### src/rtl/sorted_list_insert_delete_unit_defines.svh
// Assertion macros for the sorted list unit.
// Used by sli_ctrl and sli_dp; expects clk and arst_n in scope.
`ifndef SORTED_LIST_INSERT_DELETE_UNIT_DEFINES_SVH
`define SORTED_LIST_INSERT_DELETE_UNIT_DEFINES_SVH

// same-cycle implication, masked while in reset
`define SLI_ASSERT_NOW(lbl, ante, cons, msg) \
	lbl: assert property (@(posedge clk) disable iff (!arst_n) (ante) |-> (cons)) \
		else $error(msg);

// next-cycle implication, masked while in reset
`define SLI_ASSERT_NEXT(lbl, ante, cons, msg) \
	lbl: assert property (@(posedge clk) disable iff (!arst_n) (ante) |=> (cons)) \
		else $error(msg);

`endif

### src/rtl/sli_pkg.sv
// Shared types and codes for the sorted list insert/delete unit.
// No dependencies.
`default_nettype none

package sli_pkg;

	localparam int KIND_W  = 3;
	localparam int STAT_W  = 3;
	localparam int IOVAL_W = 32;
	localparam int OCC_W   = 6;

	// item kinds
	typedef enum logic [KIND_W-1:0] {
		KIND_INSERT = 3'd0,
		KIND_DELETE = 3'd1,
		KIND_CLEAR  = 3'd2,
		KIND_COUNT  = 3'd3,
		KIND_READ   = 3'd4
	} kind_t;

	// result status codes
	typedef enum logic [STAT_W-1:0] {
		STAT_DONE     = 3'd0,
		STAT_FULL     = 3'd1,
		STAT_NOTFOUND = 3'd2,
		STAT_EMPTY    = 3'd3,
		STAT_ELEM     = 3'd4
	} status_t;

	// input beat
	typedef struct packed {
		logic [KIND_W-1:0]         kind;
		logic signed [IOVAL_W-1:0] value;
	} item_t;

	// result beat
	typedef struct packed {
		logic [STAT_W-1:0]         status;
		logic signed [IOVAL_W-1:0] entry_value;
		logic [OCC_W-1:0]          occupancy;
		logic                      last;
	} result_t;

	// datapath operations
	typedef enum logic [2:0] {
		DP_NONE,
		DP_INSERT,
		DP_DELETE,
		DP_CLEAR,
		DP_REPORT,
		DP_READ
	} dp_op_t;

	// controller to datapath
	typedef struct packed {
		logic    capture;
		dp_op_t  op;
		status_t status;
	} dp_cmd_t;

	// datapath to controller
	typedef struct packed {
		logic full;
		logic empty;
		logic found;
		logic rd_last;
	} dp_sts_t;

endpackage

`default_nettype wire

### src/rtl/sorted_list_insert_delete_unit.sv
// Top level of the sorted list insert/delete unit.
// Instantiates sli_ctrl and sli_dp; depends on sli_pkg.
//
//   port group      dir  handshake              payload
//   start/item      in   start && !busy         item_t   (kind, value)
//   result_strobe   out  one-cycle strobe       result_t (status, entry_value, occupancy, last)
//
// For each item the accept edge captures the key and the compare vector against all cells,
// and the next edge shifts the cell chain and registers the result.
// Readout gives one result beat per entry, taken from the read pointer.
// Reset clears the entry count and control; cells are not reset, and unwritten cells never reach a result.
// The receiver cannot stall: each result beat is shown for exactly one cycle.
`default_nettype none

module sorted_list_insert_delete_unit #(
	parameter int CAPACITY    = 32,
	parameter int VALUE_WIDTH = 32
) (
	input  wire logic              clk,
	input  wire logic              arst_n,
	input  wire logic              start,
	input  wire sli_pkg::item_t    item,
	output logic                   busy,
	output logic                   result_strobe,
	output sli_pkg::result_t       result
);
	import sli_pkg::*;

	dp_cmd_t cmd;
	dp_sts_t sts;

	sli_ctrl u_ctrl (
		.clk    (clk),
		.arst_n (arst_n),
		.start  (start),
		.kind   (item.kind),
		.sts    (sts),
		.cmd    (cmd),
		.busy   (busy)
	);

	sli_dp #(
		.CAPACITY    (CAPACITY),
		.VALUE_WIDTH (VALUE_WIDTH)
	) u_dp (
		.clk           (clk),
		.arst_n        (arst_n),
		.in_value      (item.value),
		.cmd           (cmd),
		.sts           (sts),
		.result_strobe (result_strobe),
		.result        (result)
	);

endmodule

`default_nettype wire

### src/rtl/sli_ctrl.sv
// Controller FSM for the sorted list unit: sequences capture, execute, readout.
// Depends on sli_pkg and sorted_list_insert_delete_unit_defines.svh.
`default_nettype none
`include "sorted_list_insert_delete_unit_defines.svh"

module sli_ctrl (
	input  wire logic                          clk,
	input  wire logic                          arst_n,
	input  wire logic                          start,
	input  wire logic [sli_pkg::KIND_W-1:0]    kind,
	input  wire sli_pkg::dp_sts_t              sts,
	output sli_pkg::dp_cmd_t                   cmd,
	output logic                               busy
);
	import sli_pkg::*;

	typedef enum logic [1:0] {
		S_IDLE,
		S_EXEC,
		S_READ
	} state_t;

	state_t              state_q;
	logic [KIND_W-1:0]   kind_q;
	logic                busy_q;

	assign busy = busy_q;

	// command decode from state, latched kind, start and datapath status
	always_comb begin
		cmd = '{capture: 1'b0, op: DP_NONE, status: STAT_DONE};
		unique case (state_q)
			S_IDLE: begin
				cmd.capture = start;
			end
			S_EXEC: begin
				case (kind_q)
					KIND_INSERT: begin
						if (sts.full) begin
							cmd.op     = DP_REPORT;
							cmd.status = STAT_FULL;
						end else begin
							cmd.op = DP_INSERT;
						end
					end
					KIND_DELETE: begin
						if (sts.found) begin
							cmd.op = DP_DELETE;
						end else begin
							cmd.op     = DP_REPORT;
							cmd.status = STAT_NOTFOUND;
						end
					end
					KIND_CLEAR: begin
						cmd.op = DP_CLEAR;
					end
					KIND_READ: begin
						if (sts.empty) begin
							cmd.op     = DP_REPORT;
							cmd.status = STAT_EMPTY;
						end else begin
							cmd.op     = DP_READ;
							cmd.status = STAT_ELEM;
						end
					end
					default: begin
						cmd.op = DP_REPORT;
					end
				endcase
			end
			S_READ: begin
				cmd.op     = DP_READ;
				cmd.status = STAT_ELEM;
			end
			default: begin
				cmd.op = DP_NONE;
			end
		endcase
	end

	// state, latched kind and busy flag
	always_ff @(posedge clk or negedge arst_n) begin
		if (!arst_n) begin
			state_q <= S_IDLE;
			kind_q  <= '0;
			busy_q  <= 1'b0;
		end else begin
			unique case (state_q)
				S_IDLE: begin
					if (start) begin
						state_q <= S_EXEC;
						kind_q  <= kind;
						busy_q  <= 1'b1;
					end
				end
				S_EXEC: begin
					if (kind_q == KIND_READ && !sts.empty && !sts.rd_last) begin
						state_q <= S_READ;
					end else begin
						state_q <= S_IDLE;
						busy_q  <= 1'b0;
					end
				end
				S_READ: begin
					if (sts.rd_last) begin
						state_q <= S_IDLE;
						busy_q  <= 1'b0;
					end
				end
				default: begin
					state_q <= S_IDLE;
					busy_q  <= 1'b0;
				end
			endcase
		end
	end

	`SLI_ASSERT_NOW(a_busy_tracks_state, 1'b1, busy_q == (state_q != S_IDLE), "busy out of step with state")
	`SLI_ASSERT_NOW(a_read_only_readout, state_q == S_READ, kind_q == KIND_READ, "readout state for other kind")
	`SLI_ASSERT_NEXT(a_accept_enters_exec, state_q == S_IDLE && start, state_q == S_EXEC, "accepted beat not executed")

endmodule

`default_nettype wire

### src/rtl/sli_dp.sv
// Datapath for the sorted list unit: cell chain of entries, compare vector,
// entry count, readout pointer and result register. Depends on sli_pkg and the defines header.
`default_nettype none
`include "sorted_list_insert_delete_unit_defines.svh"

module sli_dp #(
	parameter int CAPACITY    = 32,
	parameter int VALUE_WIDTH = 32
) (
	input  wire logic                          clk,
	input  wire logic                          arst_n,
	input  wire logic signed [sli_pkg::IOVAL_W-1:0] in_value,
	input  wire sli_pkg::dp_cmd_t              cmd,
	output sli_pkg::dp_sts_t                   sts,
	output logic                               result_strobe,
	output sli_pkg::result_t                   result
);
	import sli_pkg::*;

	localparam int CW = $clog2(CAPACITY + 1);
	localparam int IW = $clog2(CAPACITY);

	// entry cells, no reset: only the first cnt_q are ever looked at
	logic signed [VALUE_WIDTH-1:0] cells_q [CAPACITY];
	logic signed [VALUE_WIDTH-1:0] key_q;
	logic [CAPACITY-1:0]           lt_q;
	logic                          found_q;
	logic [CW-1:0]                 cnt_q;
	logic [CW-1:0]                 cnt_next;
	logic [IW-1:0]                 rd_idx_q;
	logic                          rd_last;
	logic                          strobe_q;
	result_t                       res_q;

	logic signed [63:0]            in_ext;
	logic signed [VALUE_WIDTH-1:0] in_key;
	logic [CAPACITY-1:0]           lt_now;
	logic [CAPACITY-1:0]           eq_now;
	logic signed [VALUE_WIDTH-1:0] rd_val;
	logic signed [63:0]            rd_ext;

	// input value as a stored key
	assign in_ext = 64'(in_value);
	assign in_key = in_ext[VALUE_WIDTH-1:0];

	// parallel compare against every occupied cell
	always_comb begin
		for (int i = 0; i < CAPACITY; i++) begin
			lt_now[i] = (CW'(i) < cnt_q) && (cells_q[i] < in_key);
			eq_now[i] = (CW'(i) < cnt_q) && (cells_q[i] == in_key);
		end
	end

	always_ff @(posedge clk) begin
		if (cmd.capture) begin
			key_q   <= in_key;
			lt_q    <= lt_now;
			found_q <= |eq_now;
		end
	end

	// cell chain: insert shifts up from the slot, delete shifts down into it
	for (genvar g = 0; g < CAPACITY; g++) begin : g_cell
		always_ff @(posedge clk) begin
			if (cmd.op == DP_INSERT && !lt_q[g]) begin
				if (g == 0) begin
					cells_q[g] <= key_q;
				end else if (lt_q[(g == 0) ? 0 : g-1]) begin
					cells_q[g] <= key_q;
				end else begin
					cells_q[g] <= cells_q[(g == 0) ? 0 : g-1];
				end
			end else if (cmd.op == DP_DELETE && !lt_q[g] && g < CAPACITY-1) begin
				cells_q[g] <= cells_q[(g < CAPACITY-1) ? g+1 : g];
			end
		end
	end

	// entry count
	always_comb begin
		case (cmd.op)
			DP_INSERT: cnt_next = cnt_q + CW'(1);
			DP_DELETE: cnt_next = cnt_q - CW'(1);
			DP_CLEAR:  cnt_next = '0;
			default:   cnt_next = cnt_q;
		endcase
	end

	always_ff @(posedge clk or negedge arst_n) begin
		if (!arst_n) begin
			cnt_q <= '0;
		end else begin
			cnt_q <= cnt_next;
		end
	end

	// readout pointer
	assign rd_last = (CW'(rd_idx_q) + CW'(1)) == cnt_q;

	always_ff @(posedge clk or negedge arst_n) begin
		if (!arst_n) begin
			rd_idx_q <= '0;
		end else if (cmd.capture) begin
			rd_idx_q <= '0;
		end else if (cmd.op == DP_READ) begin
			rd_idx_q <= rd_idx_q + IW'(1);
		end
	end

	assign rd_val = cells_q[rd_idx_q];
	assign rd_ext = 64'(rd_val);

	// result register: one beat per operation
	always_ff @(posedge clk or negedge arst_n) begin
		if (!arst_n) begin
			strobe_q <= 1'b0;
		end else begin
			strobe_q <= (cmd.op != DP_NONE);
		end
	end

	always_ff @(posedge clk) begin
		if (cmd.op != DP_NONE) begin
			res_q.status      <= cmd.status;
			res_q.occupancy   <= OCC_W'(cnt_next);
			if (cmd.op == DP_READ) begin
				res_q.entry_value <= rd_ext[IOVAL_W-1:0];
				res_q.last        <= rd_last;
			end else begin
				res_q.entry_value <= '0;
				res_q.last        <= 1'b1;
			end
		end
	end

	assign result_strobe = strobe_q;
	assign result        = res_q;

	assign sts.full    = (cnt_q == CW'(CAPACITY));
	assign sts.empty   = (cnt_q == '0);
	assign sts.found   = found_q;
	assign sts.rd_last = rd_last;

	`SLI_ASSERT_NOW(a_cnt_bound, 1'b1, cnt_q <= CW'(CAPACITY), "entry count above capacity")
	`SLI_ASSERT_NOW(a_no_insert_full, cmd.op == DP_INSERT, cnt_q != CW'(CAPACITY), "insert into full store")
	`SLI_ASSERT_NOW(a_read_in_range, cmd.op == DP_READ, CW'(rd_idx_q) < cnt_q, "readout past last entry")

endmodule

`default_nettype wire

### config.mk
export PLATFORM = sky130hd
export DESIGN_NAME = sorted_list_insert_delete_unit
export DESIGN_NICKNAME = d
export VERILOG_FILES = /design/src/rtl/sli_pkg.sv /design/src/rtl/sorted_list_insert_delete_unit.sv /design/src/rtl/sli_ctrl.sv /design/src/rtl/sli_dp.sv
export VERILOG_INCLUDE_DIRS = /design/src /design/src/rtl
export SDC_FILE = /design/constraint.sdc
export NUM_CORES = 2
export LEC_CHECK = 0
export BUFFER_PORTS_ARGS = -buffer_cell sky130_fd_sc_hd__buf_2
export CAP_MARGIN = 20
export CORE_MARGIN = 2
export CORE_UTILIZATION = 55
export DETAILED_ROUTE_END_ITERATION = 10
export MAX_ROUTING_LAYER = met4
export PLACE_DENSITY = 0.71
export REMOVE_ABC_BUFFERS = 1
export SYNTH_ARGS = -nofsm -noshare
export SYNTH_HDL_FRONTEND = slang
export SYNTH_SLANG_ARGS = --single-unit
### constraint.sdc
create_clock -name clk -period 7.3 [get_ports clk]
set_input_delay 1.46 -clock clk [delete_from_list [all_inputs] [get_ports clk]]
set_output_delay 1.46 -clock clk [all_outputs]
set_load 0.01 [all_outputs]
# --- Word level (Yosys, flattened, before mapping) ---
# Memories as Yosys holds them, arrays and structs flattened. A register that Yosys moved wholly into a read port is not among the register bits.
# Index checks and enable logic that the tools add are counted.
word_totals:
  reg_bits: 93
  latch_bits: 0
  ram_bits: 1024
  rom_bits: 0
  inputBits: 38
  out_inout_bits: 44
  word_cells: 726
  mem_count: 1
memory_table:
  columns: ["memory", "depth", "width", "read_ports", "rd_ports_with_merged_regs", "wr", "line", "rtl"]
  rows:
  - ["u_dp.cells_q", 32, 32, 33, 1, 32, "sli_dp.sv:24", "logic signed [VALUE_WIDTH-1:0] cells_q [CAPACITY];"]
op_classes:
  add_sub_neg: 4
  mul: 0
  div_mod_pow: 0
  order_cmp: 64
  n_eq_ne: 46
  shift: 0
  mux: 364
  bitwise_logic: 62
  n_reduce_logical: 173
ops:
  columns: ["cell", "count"]
  rows:
  - ["32-bit two-way mux", 62]
  - ["32-bit equality test", 32]
  - ["32-bit less-than comparator", 32]
  - ["1-bit two-way mux", 286]
  - ["1-bit logical AND", 129]
  - ["5-bit by 6-bit less-than comparator with 1-bit output, first input constant", 16]
  - ["1-bit OR", 62]
  - ["4-bit by 6-bit less-than comparator with 1-bit output, first input constant", 8]
  - ["1-bit logical NOT", 35]
  - ["32-bit OR reduction", 1]
  - ["3-bit by 6-bit less-than comparator with 1-bit output, first input constant", 4]
  - ["6-bit one-hot mux with 3 select lines", 1]
  - ["1-bit by 6-bit less-than comparator with 1-bit output, first input constant", 2]
  - ["2-bit by 6-bit less-than comparator with 1-bit output, first input constant", 2]
  - ["3-bit one-hot mux with 2 select lines", 2]
  - ["3-bit one-hot mux with 4 select lines", 1]
  - ["5-bit two-way mux", 2]
  - ["3-bit by 2-bit equality test with 1-bit output, second input constant", 3]
  - ["3-bit one-hot mux with 3 select lines", 1]
  - ["2-bit two-way mux", 4]
  - ["5-bit by 1-bit adder with 6-bit output, second input constant", 1]
  - ["6-bit by 1-bit adder with 6-bit output, second input constant", 1]
  - ["3-bit by 1-bit equality test with 1-bit output, second input constant", 2]
  - ["3-bit equality test, second input constant", 2]
  - ["19 further kinds", 22]

# --- Depth between registers and ports, before layout ---
depth:
  word_depth: 10
  ltp_mapped: 14
  ltp_nobuf: 9

# --- Modules after synthesis ---
# A second synthesis with hierarchy kept.
unflattened:
  hier_cells: 8393
  area_unflattened_um2: 88324.7
by_module_without_submodules:
  columns: ["mod", "instances", "cells_each", "area_per_inst_um2", "seq_area_each_um2"]
  rows:
  - ["sli_dp", 1, 8340, 87849.3, 34262.9]
  - ["sli_ctrl", 1, 53, 475.5, 150.1]

# --- Least setup slack after synthesis ---
# Ideal clock, no wire load.
synth_path:
  path_kind: "input to register"
  from: "input port item[9] (netlist bit)"
  to: "register u_dp.lt_q[7] (data pin)"
  setup_time_ps: 260
  arrival_ps: 3949
  required_ps: 7040
  slack_ps: 3091
  path_stages: 9
  path_buffers: 0
  cell_sequence: "inv_1 -> ha_1 -> a21o_1 -> a21oi_1 -> nor2b_1 -> a2111oi_0 -> o21ai_0 -> a2111oi_0 -> mux2_2"
synth_between:
  elab_chain_cells: 2
synth_rtl:
  columns: ["item", "line", "rtl"]
  rows:
  - ["from (decl)", "sorted_list_insert_delete_unit.sv:22", "input wire sli_pkg::item_t item,"]
  - ["32-bit less-than comparator", "sli_dp.sv:49", "lt_now[i] = (CW'(i) < cnt_q) && (cells_q[i] < in_key);"]
  - ["1-bit logical AND", "sli_dp.sv:49", null]
  - ["via u_dp.lt_now[7]", "sli_dp.sv:37", "logic [CAPACITY-1:0] lt_now;"]
  - ["to (signal assigned)", "sli_dp.sv:57", "lt_q <= lt_now;"]
  - ["to (decl)", "sli_dp.sv:26", "logic [CAPACITY-1:0] lt_q;"]
# The timed path passes the listed nets, and every way through them passes these cells.
# A chain may end at the register's enable or synchronous reset.

==> flow_summary_export.csv <==
group,metric,value,unit
timing,fin_crit_sh,66.8,%
floorplan,die_w,404,um
synth,synth_compound_area_share,12.0,%
routing,wire_per_inst,28.9,um
routing,ant_nets,0,
synth,synth_edf_count,1131,
run,cap_violations,0,
routing,drt_iter0_drc,8716,
synth,synth_cell_types,84,
global_route,use_met3,6.82,%
critical_path,cp-start-kind,"flop",
routing,vias_per_cell,6.88,
place,place_inst,9786,
synth,yosys.area_share.simple,10.3,%
synth,synth_mux_area_share,20.6,%
final_layout,drive_above_1_share,12.6,%
cts,cts_sinks,1149,
final_layout,areaGrowthSynthToFinish,8.60,%
timing,setup_viol,0,
floorplan,core,159000,sq um
floorplan,io_pins,82,
global_route,grt_usage,36.2,%
global_route,grt_pass1_vias,65025,
power,peakVddDrop,317,uV
critical_path,cpMostUsedCell,"buf_4",
global_route,grt.busiest_layer,"met2",
synth,async_flop_share,1.57,%
cts,cts_setup_buffers,0,
floorplan,initial_utilization,55.5,%
global_route,antenna_found_initial,9,
synth,synth-main-ff-cell,"edfxtp_1",
cts,h-tree-depth,4,
place,post-place-ws,2.00,ns
cts,clock_path_buffers,3,
routing,drcViolationCount,0,
global_route,use_met2,52.1,%
synth,synth_xor_area_share,0.0995,%
timing,max-slew-margin-rel,20.4,%
critical_path,cpMaxStageDelayCell,"nor3_4",
timing,tightest_slew,1.18,ns
critical_path,setup.worst_path.start,"u_dp.cnt_q[1]$_DFF_PN0_",
final_layout,stdcell_count,10071,
routing,wl,291,mm
place,gp_congestion,1.03,
synth,synthAdderAreaFrac,14.6,%
timing,maxSlewViolCount,0,
critical_path,slowest_delay,0.88,ns
routing,vias,69322,
synth,ys_ff_latch,1149,
timing,period_minus_slack,4.88,ns
place,port_buffers,81,
timing,finalClockSkew,0.0285,ns
place,postPlaceCellArea,90500,sq um
floorplan,rows,146,
critical_path,cp_max_fo,19,
floorplan,die-area,163000,sq um
final_layout,fin_nets,8956,
cts,cts_tree,"yes",
global_route,grt_max_degree,133,
cts,path_clk_slew,0.06,ns
critical_path,path_class,"reg -> reg",
timing,rsz0062_at_grt,"false",
power,p_leak,32.9,nW
timing,final_hold_viol_count,0,
power,power,0.0286,W
global_route,met1_usage,51.0,%
critical_path,crit_required,7.81,ns
synth,ys_warn_count,0,
hold_path,holdCritStartpoint,"u_ctrl.busy$_DFFE_PN0P_",
cts,cts_hold_buf,0,
place,dp_hpwl,217,mm
synth,syn_area,88100,sq um
timing,fmax,205,MHz
critical_path,end_kind,"flop",
critical_path,cp_cell_sequence,"inv_1 -> ha_1 -> nor3b_2 -> a31oi_1 -> o21ai_2 -> buf_4 -> a211o_2 -> buf_4 -> nor3_4 -> buf_4 -> mux2i_1 -> o21ai_1",
synth,netlist_instances,7947,
cts,root_buffer,"clkbuf_16",
hold_path,hold_class,"reg -> reg",
power,p_per_area,300,nW/um^2
cts,clock_latency,0.80,ns
final_layout,final_cell_area,95600,sq um
outcome,status,"finished, final reports clean",
timing,setup_slack,2.42,ns
floorplan,die_height,404,um
synth,synth_area_per_cell,11.1,sq um
critical_path,worstReg2RegStart,"u_dp.cnt_q[1]$_DFF_PN0_",
critical_path,arrival,5.39,ns
synth,synth_top_family_by_area,"multiplexers",
cts,cts_made_buffers,139,
global_route,grt_pass1_wl,433,mm
final_layout,fillCellCount,12670,
routing,drtPass1Iterations,8,
final_layout,fin_util,60.2,%
global_route,grt_remaining_overflow,0,
cts,postCtsResizedCells,0,
synth,yosysSeqAreaShare,39.1,%
stage by stage:
| stage | hold slack (ns) | setup TNS [ns] |
|---|---|---|
| floorplan | 0.505 | -147.30 |
| global placement | 0.513 | 0 |
| detailed placement | 0.533 | 0 |
| CTS | 0.547 | 0 |
| global route | 0.585 | 0 |
| finish | 0.535 | 0 |
per-layer routing:
layer  vias to the layer above  part of all wire (%)
met5                         -                     0
met4                         0                   4.1
met3                       495                    10
met2                      3926                    44
met1                     34291                    42
li1                      30610                     -
worst max-delay path, delay by kind of cell (launching register included):
kind | cells | cell delay [ns]
muxes | 1 | 0.23
buffers and inverters | 4 | 1.19
DFF | 1 | 0.56
adders and majority gates | 1 | 0.44
AOI/OAI and AO/OA | 4 | 0.98
and+or+nand+nor | 2 | 1.17
synthesized netlist by cell type, drive strengths merged, types with 5 or more instances:
library cell	instances	area share, %
and4	31	0.31
o21bai	10	0.085
o21a	15	0.13
nand4b	8	0.080
nand4	190	1.3
nand3	62	0.35
buf	209	1.7
or4	16	0.14
nor4	34	0.26
a221oi	11	0.11
ha	1031	15
nor3	75	0.65
a21boi	9	0.077
a31oi	16	0.13
o21ai	1064	6.1
o221ai	5	0.050
clkbuf	277	1.2
a211oi	38	0.34
nor2	279	1.5
or3	13	0.092
o31a	5	0.050
a21o	204	1.7
mux2i	995	11
o22ai	6	0.043
nand2b	15	0.11
dfrtp	18	0.51
xnor2	5	0.050
a211o	12	0.12
nor2b	62	0.44
xor2	5	0.050
o211ai	31	0.26
mux2	81	1.2
nand2	1075	4.6
a21oi	376	2.1
and2	6	0.043
o41ai	10	0.099
nor3b	11	0.099
or2	13	0.092
nor4b	9	0.090
mux4	320	8.2
a2111oi	16	0.16
o31ai	12	0.10
edfxtp	1131	39
inv	98	0.42
power by group:
group | total (W) | internal [W] | leakage (nW) | switching, W
logic | 0.0105 | 0.00411 | 20.2 | 0.00643
clock network | 0.00700 | 0.00400 | 2.15 | 0.00299
registers | 0.0111 | 0.00950 | 10.5 | 0.00161
cell families after synthesis:
kind of cell / count (synthesis)
and+or+nand+nor: 1912
adders and majority gates: 1031
muxes: 1396
buffers and inverters: 584
AOI/OAI and AO/OA: 1865
DFF: 1149
xor gates and xnor gates: 10
layout make-up:
cell class	instances	area (sq um)	area share, %
clock inverter	62	563	0.589
inverter	98	368	0.385
clock buffer	187	3840	4.01
multi-input combinational	6214	51100	53.5
antenna	4	10.0	0.0105
sequential	1149	34400	36.0
timing repair buffer	285	2700	2.82
tap	2072	2590	2.71
layout by cell type (no fill, tap or decap), types with 18 or more instances in the layout:
master / instances
buf_16: 33
nand3_1: 61
o21ai_0: 172
mux2_2: 50
nor2_4: 73
clkbuf_16: 146
a211oi_1: 36
nand2_1: 1074
mux2i_1: 995
o21ai_1: 889
nor2_1: 204
a21oi_1: 375
a21o_1: 204
clkinv_2: 22
edfxtp_1: 1131
nor3_1: 57
clkbuf_1: 37
mux4_2: 320
buf_2: 81
nand4_1: 190
inv_1: 97
and4_1: 31
nor3_4: 18
clkinv_1: 21
o211ai_1: 31
mux2_4: 27
ha_1: 1031
nor4_1: 31
nor2b_1: 62
buf_4: 160
final timing paths:
path	end	slack, ns	depth (start not counted)
worst max-delay path	u_dp.cells_q[11][2]$_DFFE_PP_	2.42	12
worst max register to register	u_dp.cells_q[11][2]$_DFFE_PP_	2.42	12
min in group asynchronous	u_dp.result_strobe$_DFF_PN0_	0.66	1
max in group asynchronous	u_dp.rd_idx_q[1]$_DFFE_PN0P_	6.15	1
worst min register to register	u_ctrl.busy$_DFFE_PN0P_	0.54	2
worst min-delay path	u_ctrl.busy$_DFFE_PN0P_	0.54	2
registers in the layout, summed over array words and instances (netlist names):
register	cells
u_ctrl.kind_q	3
u_dp.cnt_q	6
u_dp.result	42
u_dp.result_strobe	1
u_dp.cells_q	1024
u_ctrl.busy	1
u_dp.key_q	32
u_ctrl.state_q	2
u_dp.rd_idx_q	5
u_dp.found_q	1
u_dp.lt_q	32
(Power assumes the default switching activity.)
